[src/hdl/asod_pkg.sv]
// Shared types, constants and table functions for the still-orientation detector.
// No dependencies; used by every module of the block.
`timescale 1ns / 1ps
`default_nettype none
package asod_pkg;

    localparam int SMP_W   = 19;
    localparam int TIME_W  = 48;
    localparam int AVG_W   = 32;
    localparam int DISP_W  = 35;   // dispersion never exceeds 8 * 32-bit threshold
    localparam int W_W     = 17;   // Q1.16 weight, saturates at one
    localparam int E_W     = 20;
    localparam int SQ_W    = 40;
    localparam int CFG_W   = 32;
    localparam int IDX_W   = 3;

    // digit-serial multiplier: signed multiplicand, unsigned multiplier in 8-bit digits
    localparam int MUL_A_W = 36;
    localparam int MUL_B_W = 32;
    localparam int DIG_W   = 8;
    localparam int N_DIG   = MUL_B_W / DIG_W;
    localparam int CNT_W   = $clog2(N_DIG);
    localparam int ACC_W   = MUL_A_W + DIG_W + 1;
    localparam int HI_W    = MUL_A_W + 1;
    localparam int MUL_P_W = HI_W + MUL_B_W;

    typedef enum logic [IDX_W-1:0] {
        CFG_STILL_THR_SQ  = 3'd0,
        CFG_HOLD_US       = 3'd1,
        CFG_TIMEOUT_US    = 3'd2,
        CFG_EMA_RATE      = 3'd3,
        CFG_ERR_THR       = 3'd4,
        CFG_ONE_G         = 3'd5
    } t_cfg_idx;

    localparam logic [1:0] ST_DETECT  = 2'd0;
    localparam logic [1:0] ST_FOUND   = 2'd1;
    localparam logic [1:0] ST_TIMEOUT = 2'd2;
    localparam logic [1:0] ST_INVALID = 2'd3;

    localparam logic [2:0] OR_LEVEL     = 3'd0;
    localparam logic [2:0] OR_LEFT      = 3'd1;
    localparam logic [2:0] OR_RIGHT     = 3'd2;
    localparam logic [2:0] OR_NOSE_DOWN = 3'd3;
    localparam logic [2:0] OR_NOSE_UP   = 3'd4;
    localparam logic [2:0] OR_BACK      = 3'd5;

    localparam logic [2:0] N_CAND = 3'd6;

    typedef enum logic [13:0] {
        S_IDLE   = 14'b00000000000001,
        S_START  = 14'b00000000000010,
        S_DT     = 14'b00000000000100,
        S_W      = 14'b00000000001000,
        S_AX     = 14'b00000000010000,
        S_AVG    = 14'b00000000100000,
        S_SQ     = 14'b00000001000000,
        S_DSP    = 14'b00000010000000,
        S_CLAMP  = 14'b00000100000000,
        S_FLAG   = 14'b00001000000000,
        S_DECIDE = 14'b00010000000000,
        S_CLS    = 14'b00100000000000,
        S_TOUT   = 14'b01000000000000,
        S_OUT    = 14'b10000000000000
    } t_state;

    typedef struct packed {
        logic                      start;
        logic signed [MUL_A_W-1:0] a;
        logic [MUL_B_W-1:0]        b;
    } t_mul_req;

    // candidate order: x +g, x -g, y +g, y -g, z +g, z -g
    function automatic logic [1:0] cand_axis(input logic [2:0] k);
        case (k)
            3'd0, 3'd1: cand_axis = 2'd0;
            3'd2, 3'd3: cand_axis = 2'd1;
            default:    cand_axis = 2'd2;
        endcase
    endfunction

    function automatic logic [2:0] cand_code(input logic [2:0] k);
        case (k)
            3'd0:    cand_code = OR_NOSE_UP;
            3'd1:    cand_code = OR_NOSE_DOWN;
            3'd2:    cand_code = OR_LEFT;
            3'd3:    cand_code = OR_RIGHT;
            3'd4:    cand_code = OR_BACK;
            default: cand_code = OR_LEVEL;
        endcase
    endfunction

endpackage
`default_nettype wire

[src/hdl/accel_still_orientation_detector_unit.sv]
// A start request goes from acceptance through the start state to the output state. A sample
// computes its weight (no product for zero rate or a gap above 2^32 us), then per axis the
// average, square and dispersion, and when it classifies tests one candidate per cycle. Up to
// ten products on the one shared 8-bit digit-serial multiplier (4 digits each) set the sample time.
// One request at a time, the next taken the cycle after the result registers, later while
// a result waits. Reset (synchronous, active low) restores register defaults and clears the
// detector state and the output valid.
// Top level of the still-orientation detector; depends on asod_pkg, asod_serial_mul.
`timescale 1ns / 1ps
`default_nettype none
module accel_still_orientation_detector_unit (
    input  wire logic                        i_clk,
    input  wire logic                        i_rst_n,
    input  wire logic                        i_s_tvalid,
    output logic                             o_s_tready,
    // time_us[47:0], accel_x[66:48], accel_y[85:67], accel_z[104:86], zero pad
    input  wire logic [111:0]                i_s_tdata,
    // req_type[0]
    input  wire logic                        i_s_tuser,
    output logic                             o_m_tvalid,
    input  wire logic                        i_m_tready,
    // orientation[2:0], is_still[3], zero pad
    output logic [7:0]                       o_m_tdata,
    // status[1:0]
    output logic [1:0]                       o_m_tuser,
    input  wire logic                        i_cfg_we,
    input  wire logic [asod_pkg::IDX_W-1:0]  i_cfg_idx,
    input  wire logic [asod_pkg::CFG_W-1:0]  i_cfg_data
);

    asod_pkg::t_state r_state;

    logic [31:0] r_thr;
    logic [23:0] r_hold_time;
    logic [27:0] r_timeout;
    logic [31:0] r_rate;
    logic [15:0] r_err_thr;
    logic [15:0] r_one_g;

    logic [asod_pkg::TIME_W-1:0]        r_t;
    logic signed [asod_pkg::SMP_W-1:0]  r_smp [3];
    logic signed [asod_pkg::AVG_W-1:0]  r_avg [3];
    logic [asod_pkg::DISP_W-1:0]        r_disp [3];
    logic [asod_pkg::TIME_W-1:0]        r_prev;
    logic [asod_pkg::TIME_W-1:0]        r_still_start;
    logic                               r_running;
    logic [asod_pkg::TIME_W-1:0]        r_deadline;

    logic [asod_pkg::W_W-1:0]           r_w;
    logic [asod_pkg::E_W-1:0]           r_e;
    logic [asod_pkg::SQ_W-1:0]          r_sq;
    logic                               r_all_low;
    logic                               r_any_high;
    logic [1:0]                         r_axis;
    logic [2:0]                         r_k;
    logic [1:0]                         r_status;
    logic [2:0]                         r_orient;

    logic        r_ovalid;
    logic [1:0]  r_ostatus;
    logic [2:0]  r_oorient;
    logic        r_ostill;

    asod_pkg::t_mul_req                    mul_req;
    logic                                  mul_done;
    logic signed [asod_pkg::MUL_P_W-1:0]   mul_p;

    asod_serial_mul u_mul (
        .i_clk   (i_clk),
        .i_rst_n (i_rst_n),
        .i_req   (mul_req),
        .o_done  (mul_done),
        .o_p     (mul_p)
    );

    logic [asod_pkg::TIME_W-1:0]       n_dt;
    logic                              n_dt_big;
    logic signed [30:0]                n_s;
    logic signed [32:0]                n_dev;
    logic [32:0]                       n_abs;
    logic [48:0]                       n_wp;
    logic [asod_pkg::W_W-1:0]          n_w;
    logic signed [asod_pkg::AVG_W-1:0] n_avg;
    logic [asod_pkg::DISP_W-1:0]       n_disp_dec;
    logic [asod_pkg::DISP_W-1:0]       n_cap;
    logic [asod_pkg::DISP_W-1:0]       n_sqc;
    logic [asod_pkg::DISP_W-1:0]       n_disp_max;
    logic                              n_low;
    logic                              n_high;
    logic [48:0]                       n_still_end;
    logic                              n_long;
    logic [asod_pkg::TIME_W-1:0]       n_dl;
    logic [2:0]                        n_near;
    logic                              n_out_free;

    always_comb begin
        n_dt     = r_t - r_prev;
        n_dt_big = (|n_dt[47:33]) || (n_dt[32] && (|n_dt[31:0]));
        n_s      = {r_smp[0], 12'b0};
        n_dev    = $signed({{2{n_s[30]}}, n_s}) - $signed({r_avg[0][31], r_avg[0]});
        n_abs    = n_dev[32] ? 33'(-n_dev) : 33'(n_dev);
        n_wp     = mul_p[64:16];
        n_w      = (n_wp > 49'h10000) ? 17'h10000 : n_wp[16:0];
        n_avg    = r_avg[0] + mul_p[47:16];
        n_disp_dec = r_disp[0] - mul_p[50:16];
        n_cap    = {r_thr, 3'b0};
        n_sqc    = (r_sq > {5'b0, n_cap}) ? n_cap : r_sq[asod_pkg::DISP_W-1:0];
        n_disp_max = (n_sqc > r_disp[0]) ? n_sqc : r_disp[0];
        n_low    = r_disp[0] < {3'b0, r_thr};
        n_high   = r_disp[0] > {1'b0, r_thr, 2'b0};
        n_still_end = {1'b0, r_still_start} + 49'(r_hold_time);
        n_long   = {1'b0, r_t} > n_still_end;
        n_dl     = r_t + 48'(r_timeout);
        n_out_free = !r_ovalid || i_m_tready;
    end

    // near tests for the current candidate, one per axis
    always_comb begin
        logic signed [33:0] tgt;
        logic signed [33:0] d;
        logic [33:0]        ad;
        for (int i = 0; i < 3; i++) begin
            tgt = '0;
            if (asod_pkg::cand_axis(r_k) == 2'(i)) begin
                tgt = $signed({6'b0, r_one_g, 12'b0});
                if (r_k[0])
                    tgt = -tgt;
            end
            d  = $signed({{2{r_avg[i][31]}}, r_avg[i]}) - tgt;
            ad = d[33] ? 34'(-d) : 34'(d);
            n_near[i] = ad < {6'b0, r_err_thr, 12'b0};
        end
    end

    always_comb begin
        mul_req.start = 1'b0;
        mul_req.a     = $signed({3'b0, n_dt[32:0]});
        mul_req.b     = r_rate;
        case (r_state)
            asod_pkg::S_DT: begin
                mul_req.start = (r_rate != '0) && !n_dt_big;
            end
            asod_pkg::S_AX: begin
                mul_req.start = 1'b1;
                mul_req.a     = asod_pkg::MUL_A_W'(n_dev);
                mul_req.b     = {15'b0, r_w};
            end
            asod_pkg::S_AVG: begin
                mul_req.start = mul_done;
                mul_req.a     = $signed({16'b0, r_e});
                mul_req.b     = {12'b0, r_e};
            end
            asod_pkg::S_SQ: begin
                mul_req.start = mul_done;
                mul_req.a     = $signed({1'b0, r_disp[0]});
                mul_req.b     = {15'b0, r_w};
            end
            default: begin
                mul_req.start = 1'b0;
            end
        endcase
    end

    always_ff @(posedge i_clk) begin
        if (!i_rst_n) begin
            r_thr        <= 32'd65536;
            r_hold_time  <= 24'd1500000;
            r_timeout    <= 28'd30000000;
            r_rate       <= 32'd8590;
            r_err_thr    <= 16'd5120;
            r_one_g      <= 16'd10042;
        end else if (i_cfg_we) begin
            case (i_cfg_idx)
                asod_pkg::CFG_STILL_THR_SQ:  r_thr        <= i_cfg_data;
                asod_pkg::CFG_HOLD_US:       r_hold_time  <= i_cfg_data[23:0];
                asod_pkg::CFG_TIMEOUT_US:    r_timeout    <= i_cfg_data[27:0];
                asod_pkg::CFG_EMA_RATE:      r_rate       <= i_cfg_data;
                asod_pkg::CFG_ERR_THR:       r_err_thr    <= i_cfg_data[15:0];
                asod_pkg::CFG_ONE_G:         r_one_g      <= i_cfg_data[15:0];
                default: ;
            endcase
        end
    end

    always_ff @(posedge i_clk) begin
        if (!i_rst_n) begin
            r_state       <= asod_pkg::S_IDLE;
            r_prev        <= '0;
            r_still_start <= '0;
            r_running     <= 1'b0;
            r_deadline    <= '0;
            r_ovalid      <= 1'b0;
            for (int i = 0; i < 3; i++) begin
                r_avg[i]  <= '0;
                r_disp[i] <= '0;
            end
        end else begin
            // the output state reloads the register itself
            if (r_ovalid && i_m_tready && (r_state != asod_pkg::S_OUT))
                r_ovalid <= 1'b0;
            case (r_state)
                asod_pkg::S_IDLE: begin
                    if (i_s_tvalid) begin
                        r_t      <= i_s_tdata[47:0];
                        r_smp[0] <= i_s_tdata[66:48];
                        r_smp[1] <= i_s_tdata[85:67];
                        r_smp[2] <= i_s_tdata[104:86];
                        r_state  <= i_s_tuser ? asod_pkg::S_DT : asod_pkg::S_START;
                    end
                end
                asod_pkg::S_START: begin
                    for (int i = 0; i < 3; i++) begin
                        r_avg[i]  <= '0;
                        r_disp[i] <= '0;
                    end
                    r_prev        <= r_t;
                    r_still_start <= '0;
                    r_running     <= 1'b0;
                    r_deadline    <= n_dl;
                    r_status      <= asod_pkg::ST_DETECT;
                    r_orient      <= asod_pkg::OR_LEVEL;
                    r_state       <= asod_pkg::S_OUT;
                end
                asod_pkg::S_DT: begin
                    r_prev     <= r_t;
                    r_all_low  <= 1'b1;
                    r_any_high <= 1'b0;
                    r_axis     <= '0;
                    if (r_rate == '0) begin
                        r_w     <= '0;
                        r_state <= asod_pkg::S_AX;
                    end else if (n_dt_big) begin
                        r_w     <= 17'h10000;
                        r_state <= asod_pkg::S_AX;
                    end else begin
                        r_state <= asod_pkg::S_W;
                    end
                end
                asod_pkg::S_W: begin
                    if (mul_done) begin
                        r_w     <= n_w;
                        r_state <= asod_pkg::S_AX;
                    end
                end
                asod_pkg::S_AX: begin
                    r_e     <= n_abs[31:12];
                    r_state <= asod_pkg::S_AVG;
                end
                asod_pkg::S_AVG: begin
                    if (mul_done) begin
                        r_avg[0] <= n_avg;
                        r_state  <= asod_pkg::S_SQ;
                    end
                end
                asod_pkg::S_SQ: begin
                    if (mul_done) begin
                        r_sq    <= mul_p[asod_pkg::SQ_W-1:0];
                        r_state <= asod_pkg::S_DSP;
                    end
                end
                asod_pkg::S_DSP: begin
                    if (mul_done) begin
                        r_disp[0] <= n_disp_dec;
                        r_state   <= asod_pkg::S_CLAMP;
                    end
                end
                asod_pkg::S_CLAMP: begin
                    r_disp[0] <= n_disp_max;
                    r_state   <= asod_pkg::S_FLAG;
                end
                asod_pkg::S_FLAG: begin
                    if (!n_low)
                        r_all_low <= 1'b0;
                    if (n_high)
                        r_any_high <= 1'b1;
                    // rotate the axis rings; three turns restore x, y, z order
                    r_avg[0]  <= r_avg[1];
                    r_avg[1]  <= r_avg[2];
                    r_avg[2]  <= r_avg[0];
                    r_disp[0] <= r_disp[1];
                    r_disp[1] <= r_disp[2];
                    r_disp[2] <= r_disp[0];
                    r_smp[0]  <= r_smp[1];
                    r_smp[1]  <= r_smp[2];
                    r_smp[2]  <= r_smp[0];
                    r_axis    <= r_axis + 1'b1;
                    r_state   <= (r_axis == 2'd2) ? asod_pkg::S_DECIDE : asod_pkg::S_AX;
                end
                asod_pkg::S_DECIDE: begin
                    r_k     <= '0;
                    r_state <= asod_pkg::S_TOUT;
                    if (r_all_low) begin
                        if (!r_running) begin
                            r_running     <= 1'b1;
                            r_still_start <= r_t;
                            r_deadline    <= n_dl;
                        end else if (n_long) begin
                            r_state <= asod_pkg::S_CLS;
                        end
                    end else if (r_any_high) begin
                        r_running     <= 1'b0;
                        r_still_start <= '0;
                    end
                end
                asod_pkg::S_CLS: begin
                    if (&n_near) begin
                        r_status <= asod_pkg::ST_FOUND;
                        r_orient <= asod_pkg::cand_code(r_k);
                        r_state  <= asod_pkg::S_OUT;
                    end else if (r_k == asod_pkg::N_CAND - 1'b1) begin
                        r_status <= asod_pkg::ST_INVALID;
                        r_orient <= asod_pkg::OR_LEVEL;
                        r_state  <= asod_pkg::S_OUT;
                    end else begin
                        r_k <= r_k + 1'b1;
                    end
                end
                asod_pkg::S_TOUT: begin
                    r_status <= (r_t > r_deadline) ? asod_pkg::ST_TIMEOUT : asod_pkg::ST_DETECT;
                    r_orient <= asod_pkg::OR_LEVEL;
                    r_state  <= asod_pkg::S_OUT;
                end
                asod_pkg::S_OUT: begin
                    if (n_out_free) begin
                        r_ovalid  <= 1'b1;
                        r_ostatus <= r_status;
                        r_oorient <= r_orient;
                        r_ostill  <= r_running;
                        r_state   <= asod_pkg::S_IDLE;
                    end
                end
                default: begin
                    r_state <= asod_pkg::S_IDLE;
                end
            endcase
        end
    end

    assign o_s_tready = (r_state == asod_pkg::S_IDLE);
    assign o_m_tvalid = r_ovalid;
    assign o_m_tdata  = {4'b0, r_ostill, r_oorient};
    assign o_m_tuser  = r_ostatus;

endmodule
`default_nettype wire

[src/hdl/asod_serial_mul.sv]
// Digit-serial signed x unsigned multiplier, one 8-bit digit of b per cycle.
// Depends on asod_pkg.
`timescale 1ns / 1ps
`default_nettype none
module asod_serial_mul (
    input  wire logic                              i_clk,
    input  wire logic                              i_rst_n,
    input  wire asod_pkg::t_mul_req                i_req,
    output logic                                   o_done,
    output logic signed [asod_pkg::MUL_P_W-1:0]    o_p
);

    logic signed [asod_pkg::MUL_A_W-1:0] r_a;
    logic [asod_pkg::MUL_B_W-1:0]        r_b;
    logic signed [asod_pkg::HI_W-1:0]    r_h;
    logic [asod_pkg::MUL_B_W-1:0]        r_l;
    logic [asod_pkg::CNT_W-1:0]          r_cnt;
    logic                                r_busy;
    logic                                r_done;

    logic signed [asod_pkg::ACC_W-1:0]   n_pp;
    logic signed [asod_pkg::ACC_W-1:0]   n_sum;

    always_comb begin
        n_pp  = r_a * $signed({1'b0, r_b[asod_pkg::DIG_W-1:0]});
        n_sum = asod_pkg::ACC_W'(r_h) + n_pp;
    end

    always_ff @(posedge i_clk) begin
        if (!i_rst_n) begin
            r_busy <= 1'b0;
            r_done <= 1'b0;
            r_cnt  <= '0;
        end else begin
            r_done <= 1'b0;
            if (r_busy) begin
                r_cnt <= r_cnt + 1'b1;
                if (r_cnt == asod_pkg::CNT_W'(asod_pkg::N_DIG - 1)) begin
                    r_busy <= 1'b0;
                    r_done <= 1'b1;
                end
            end else if (i_req.start) begin
                r_busy <= 1'b1;
                r_cnt  <= '0;
            end
        end
    end

    always_ff @(posedge i_clk) begin
        if (r_busy) begin
            r_l <= {n_sum[asod_pkg::DIG_W-1:0], r_l[asod_pkg::MUL_B_W-1:asod_pkg::DIG_W]};
            r_h <= asod_pkg::HI_W'(n_sum >>> asod_pkg::DIG_W);
            r_b <= r_b >> asod_pkg::DIG_W;
        end else if (i_req.start) begin
            r_a <= i_req.a;
            r_b <= i_req.b;
            r_h <= '0;
            r_l <= '0;
        end
    end

    assign o_done = r_done;
    assign o_p    = {r_h, r_l};

endmodule
`default_nettype wire

[config.mk]
export PLATFORM = sky130hd
export DESIGN_NAME = accel_still_orientation_detector_unit
export DESIGN_NICKNAME = d
export VERILOG_FILES = /design/src/hdl/asod_pkg.sv /design/src/hdl/accel_still_orientation_detector_unit.sv /design/src/hdl/asod_serial_mul.sv
export SDC_FILE = /design/constraint.sdc
export NUM_CORES = 2
export LEC_CHECK = 0
export ABC_AREA = 1
export BUFFER_PORTS_ARGS = -buffer_cell sky130_fd_sc_hd__buf_4
export CAP_MARGIN = 20
export CELL_PAD_IN_SITES_DETAIL_PLACEMENT = 0
export CELL_PAD_IN_SITES_GLOBAL_PLACEMENT = 2
export CORE_MARGIN = 1.5
export CORE_UTILIZATION = 39
export DETAILED_ROUTE_END_ITERATION = 10
export PLACE_DENSITY = 0.88
export SLEW_MARGIN = 25
export SYNTH_ARGS = -nofsm -noshare
export SYNTH_HDL_FRONTEND = slang
export SYNTH_SLANG_ARGS = --single-unit
[constraint.sdc]
create_clock -name i_clk -period 10.8 [get_ports i_clk]
set_input_delay 1.08 -clock i_clk [delete_from_list [all_inputs] [get_ports i_clk]]
set_output_delay 1.08 -clock i_clk [all_outputs]
set_load 0.1 [all_outputs]
### Word-level counts from Yosys, hierarchy flattened

Memory sizes are Yosys's and may differ from the RTL's.
Index checks and enable logic that the tools add are counted.

* register bits: 592
* RAM bits: 258
* input port bits: 153
* output and inout port bits: 12
* word-level logic and storage cells: 294
* memories kept: 3

* add/sub/neg operators: 18
* $mul: 1
* magnitude comparators: 10
* equal/unequal tests: 45
* muxes and demuxes: 114
* bitwise operators: 19
* reductions and logical operators: 51

Memories
* r_disp: depth 3, width 35, rd ports 3, clocked after Yosys merged registers in 0, write ports 3, line accel_still_orientation_detector_unit.sv:43 `logic [asod_pkg::DISP_W-1:0] r_disp [3];`
* r_avg: depth 3, width 32, rd ports 3, clocked after Yosys merged registers in 0, write ports 3, line accel_still_orientation_detector_unit.sv:42 `logic signed [asod_pkg::AVG_W-1:0] r_avg [3];`
* r_smp: depth 3, width 19, rd ports 3, clocked after Yosys merged registers in 0, write ports 3, line accel_still_orientation_detector_unit.sv:41 `logic signed [asod_pkg::SMP_W-1:0] r_smp [3];`

Operator list (number)
* 35-bit two-way mux: 10
* 32-bit two-way mux: 10
* 48-bit two-way mux: 5
* 34-bit two-way mux: 7
* 68-bit one-hot mux with 3 select lines: 1
* 48-bit one-hot mux with 2 select lines: 2
* 14-bit one-hot mux with 13 select lines: 1
* 14-bit two-way mux: 8
* 34-bit by 28-bit < comparator with 1-bit output: 3
* 34-bit negation: 3
* 32-bit by 34-bit subtractor with 34-bit output: 3
* 37-bit two-way mux: 2
* 17-bit two-way mux: 4
* 19-bit two-way mux: 3
* 48-bit by 24-bit adder with 49-bit output: 1
* 48-bit by 49-bit > comparator with 1-bit output: 1
* 49-bit by 17-bit > comparator with 1-bit output (second input constant): 1
* 48-bit by 28-bit adder with 48-bit output: 1
* 48-bit > comparator: 1
* 24-bit two-way mux: 2
* 48-bit subtractor: 1
* 37-bit by 45-bit adder with 45-bit output: 1
* 36-bit by 9-bit multiplier with 45-bit output: 1
* 40-bit by 35-bit > comparator with 1-bit output: 1
* 64 further kinds: 185

### Depth between registers and ports, before layout

* word-level depth: 12
* depth in mapped cells: 45
* depth with buffers taken out: 45

### Modules after synthesis

A second synthesis with hierarchy kept.

* cells, all modules: 9761
* area, all modules: 71588.7 µm²

By module, submodules not included
* accel_still_orientation_detector_unit: instances 1, cells an instance 7477, area each 53881.7 µm², sequential area each 18207.5 µm²
* asod_serial_mul: instances 1, cells an instance 2284, area each 17707.0 µm², sequential area each 4113.9 µm²

### Least setup slack after synthesis

OpenSTA, ideal clock, no wires.

* path kind: flip-flop to flip-flop
* from: reg r_state[8]
* to: mem r_smp[0][0] (netlist name), enable pin
* setup time: 0.551 ns
* arrival: 7.796 ns
* required time: 10.249 ns
* setup slack: 2.453 ns
* cell stages (with the launch flop): 10
* path buffers: 0
* clock period less this slack: 8.347 ns
* path through: dfxtp_1 nor2_1 inv_1 nor2_1 inv_1 nor2_1 inv_1 nor3_1 inv_1 o21ai_0

RTL lines
* start, declared: line accel_still_orientation_detector_unit.sv:31 `asod_pkg::t_state r_state;`
* start signal, assigned: line accel_still_orientation_detector_unit.sv:187 `r_state <= asod_pkg::S_IDLE;`
* start signal, assigned: line accel_still_orientation_detector_unit.sv:208 `r_state <= i_s_tuser ? asod_pkg::S_DT : asod_pkg::S_START;`
* start signal, assigned: line accel_still_orientation_detector_unit.sv:222 `r_state <= asod_pkg::S_OUT;`
* end, declared: line accel_still_orientation_detector_unit.sv:41

### Worst setup path in the final report

* from: reg r_one_g[0]
* to: reg r_orient[2], enable pin

* cells in the longest elaborated chain, start to end: 10
* elaborated cells on any way between the ends: 20
* classes of those cells: add/sub (7); order compare (3); eq/ne (1); mux (7); reduce/logical (2)

Ends and longest elaborated chain
* start, declared: line accel_still_orientation_detector_unit.sv:38 `logic [15:0] r_one_g;`
* start signal, assigned: line accel_still_orientation_detector_unit.sv:179 `asod_pkg::CFG_ONE_G: r_one_g <= i_cfg_data[15:0];`
* 28-bit negation with 34-bit output: line accel_still_orientation_detector_unit.sv:127 `tgt = -tgt;`
* 34-bit two-way mux *: line accel_still_orientation_detector_unit.sv:126 `if (r_k[0])`
* 34-bit two-way mux: line accel_still_orientation_detector_unit.sv:124 `if (asod_pkg::cand_axis(r_k) == 2'(i)) begin`
* 32-bit by 34-bit subtractor with 34-bit output: line accel_still_orientation_detector_unit.sv:129 `d = $signed({{2{r_avg[i][31]}}, r_avg[i]}) - tgt;`
* 34-bit negation: line accel_still_orientation_detector_unit.sv:130 `ad = d[33] ? 34'(-d) : 34'(d);`
* 34-bit two-way mux: line accel_still_orientation_detector_unit.sv:130
* 34-bit by 28-bit < comparator with 1-bit output: line accel_still_orientation_detector_unit.sv:131 `n_near[i] = ad < {6'b0, r_err_thr, 12'b0};`
* 3-bit AND reduction *: line accel_still_orientation_detector_unit.sv:306 `if (&n_near) begin`
* 3-bit inequality test (no line) *
* 3-bit AND reduction (no line) *
* end signal, assigned: line accel_still_orientation_detector_unit.sv:308 `r_orient <= asod_pkg::cand_code(r_k);`
* end signal, assigned: line accel_still_orientation_detector_unit.sv:312 `r_orient <= asod_pkg::OR_LEVEL;`
* end signal, assigned: line accel_still_orientation_detector_unit.sv:320 `r_orient <= asod_pkg::OR_LEVEL;`
* end, declared: line accel_still_orientation_detector_unit.sv:57 `logic [2:0] r_orient;`

Every way passes the cells marked *; elsewhere a longest branch is shown, timed or not.
A chain may end at the register's enable or synchronous reset.

==> results.yml <==
timing:
  clock-skew-final_ns: 0.05849
  tightestPinTransition_ns: 1.123
  hold_viol: 0
  fin_crit_ns: 8.011
  fmax_ghz: 0.1248
  drv_slew: 0
  period_share: 0.7418
  slew_headroom: 0.2319
  tns_ns: 0
  setup_viol: 0
  rsz0062_at_grt: "no"
  hold_slack_ns: 0.4182
  fin_ws_ns: 2.789
synthesis:
  netlist_area_sq_um: 69420
  synth_edf_count: 530
  syn_inst: 9140
  ys_ff_latch: 850
  synth.avg_cell_area_sq_um: 7.595
  ys.flop_type: "edfxtp_1"
  ys_types: 74
  ys.warnings.count: 0
  async_reset_ff_frac: 0
  ys_seq_area_frac: 0.3215
run_status:
  outcome: "complete, no violations"
detailed_routing:
  drtIter0Drc: 5363
  post-route-drc-count: 0
  postRouteAntennaNets: 0
  first_pass_iters: 6
  vias: 61600
  wl_per_cell_um: 21.24
  vias_per_cell: 5.302
  wl_um: 246800
global_routing:
  grt_max_degree: 181
  grt_pass1_vias: 59430
  grt_pass1_wl_um: 368800
  overflow: 0
  grtUsageTotal: 0.2694
  antenna_found_initial: 11
layout:
  layout_common_cells: "nand2_1, inv_1, nor2_1, a21oi_1, ha_1"
  area_growth_pct: 10.35
  num-nets-final: 10240
  drive_gt1_frac: 0.05393
  layout.cells.most_common: "nand2_1"
run:
  maxCapViolations: 0
floorplan:
  num_rows: 154
  die_h_um: 424.9
  die_area_sq_um: 180500
  core_sq_um: 176500
  die_w_um: 424.9
  io-pin-count: 165
  start_util: 0.3933
placed_design:
  dp_hpwl_um: 197500
  gp_congestion: 0.9440
  dp_slack_ns: 2.963
  port_buffers: 153
clock_tree:
  post_cts_buffers: 0
  cts_tree: "built"
  clk_path_buf_depth: 3
  clock_latency_ns: 0.74
  cts_hold_buffers: 0
  htreeDepth: 3
  cts_root_buf: "clkbuf_16"
  cts.clk_slew.worst_paths_ns: 0.06
  clock_sinks: 850
  cts.repair.resized: 0
  numCtsBuffers: 97
worst_setup_path:
  required_ns: 11.22
  reg2reg_depth: 34
  critPathMaxStageDelay_ns: 0.74
  cp_max_fo: 16
  critPathLaunchType: "register"
  slowest_stage: "xor2_1"
  critPathMostFrequentCell: "nand2_1"
  criticalPathCategory: "reg -> reg"
  critPathCaptureType: "register"
  arrival_ns: 8.44
pwr:
  p_sw_frac: 0.3918
  p_leak_nw: 36.45
  power_frac_comb: 0.350
  clkPwrFrac: 0.310
  ir_drop_uv: 249.6
  p_total_w: 0.01164
  sequentialPowerShare: 0.340
  powerDensity_nw_per_um2: 151.9
  p_sw_w: 0.004560
  internal-power_w: 0.007080
hold_path:
  holdPathStages: 0
  hp-class: "reg -> reg"
[power groups by stage]
stage / combinational, W / sequential (W) / clock (W)
3_3_place_gp: 0.00400 / 0.00402 / 0
5_1_grt: 0.00453 / 0.00397 / 0.00378
3_5_place_dp: 0.00403 / 0.00402 / 0
6_report: 0.00408 / 0.00395 / 0.00361
4_1_cts: 0.00405 / 0.00395 / 0.00366
2_1_floorplan: 0.00270 / 0.00392 / 0
[flip-flops by register name (all words and copies together), names as in the netlist, 14 cells and up]
signal / flops
r_e: 20
r_rate: 32
r_deadline: 48
u_mul.r_a: 36
r_sq: 40
r_err_thr: 16
r_state: 14
u_mul.r_h: 37
r_one_g: 16
r_avg: 96
u_mul.r_l: 32
r_thr: 32
r_t: 48
r_timeout: 28
r_hold_time: 24
r_prev: 48
r_smp: 57
r_disp: 105
r_still_start: 48
r_w: 17
u_mul.r_b: 32
[synth_stat cells, drive strengths merged, types with 198 or more instances]
cell type  count  area (sq um)
nand2       2117          8004
inv         1617          6070
nor2         813          3117
a21oi        703          3526
ha           631          7895
edfxtp       530         15920
o21ai        450          2252
nand3        332          1717
dfxtp        320          6406
fa           267          5345
clkbuf       232         899.6
xor2         198          1749
[final cells by class]
class                   instances  area [sq um]
well taps                    2340          2928
fillers                     18130         99890
repair buffers                219          1693
flip-flops and latches        850         22320
multi-input cells            6398         40070
clock buffers                 124          2631
inverters                    1621          6091
clock inverters                59         855.8
diodes                          6         15.01
[path summary, 6_finish.rpt]
kind / from / endpoint / slack [ns]
max: r_one_g[0] / r_orient[2] / 2.79
min: u_mul.r_l[0] / r_sq[0] / 0.42
max reg2reg: r_one_g[0] / r_orient[2] / 2.79
min reg2reg: u_mul.r_l[0] / r_sq[0] / 0.42
[critical path: cells and delay by family (launching register included)]
kind,cells,cell delay [ns]
adders and majority gates,3,0.86
buffers and inverters,4,0.35
DFF,1,0.45
AOI/OAI and AO/OA,4,1.26
and+or+nand+nor,21,3.52
xor gates and xnor gates,2,1.22
[routing by layer]
layer  routed length (um)  vias up  track usage
li1                     -    29920            -
met1               107200    29560       0.3599
met2               116400     1785       0.4536
met3                14790      325      0.03023
met4                 8377        4      0.08655
met5                   27        -            0
[cells by family (layout without fill, tap and decap cells)]
family | count (synthesis) | count (layout) | share of synthesized area
AND/OR/NAND/NOR | 3631 | 3631 | 0.2170
other | 1 | 10 | 0.00005402
buffers and inverters | 1895 | 2023 | 0.1036
flip-flops | 850 | 850 | 0.3215
XOR/XNOR | 286 | 286 | 0.03652
AO/OA/AOI/OAI | 1579 | 1579 | 0.1306
adder cells (fa/ha/maj) | 898 | 898 | 0.1907
[metrics by stage]
stage | utilization | instance area (sq um) | instances
5_1_grt | 0.4340 | 76590 | 11610
6_report | 0.4340 | 76610 | 11620
3_5_place_dp | 0.4139 | 73060 | 11430
3_3_place_gp | 0.4138 | 73030 | 11430
2_1_floorplan | - | 69430 | 9143
4_1_cts | 0.4337 | 76540 | 11610
Note: power is estimated with default switching activity, not from simulation.
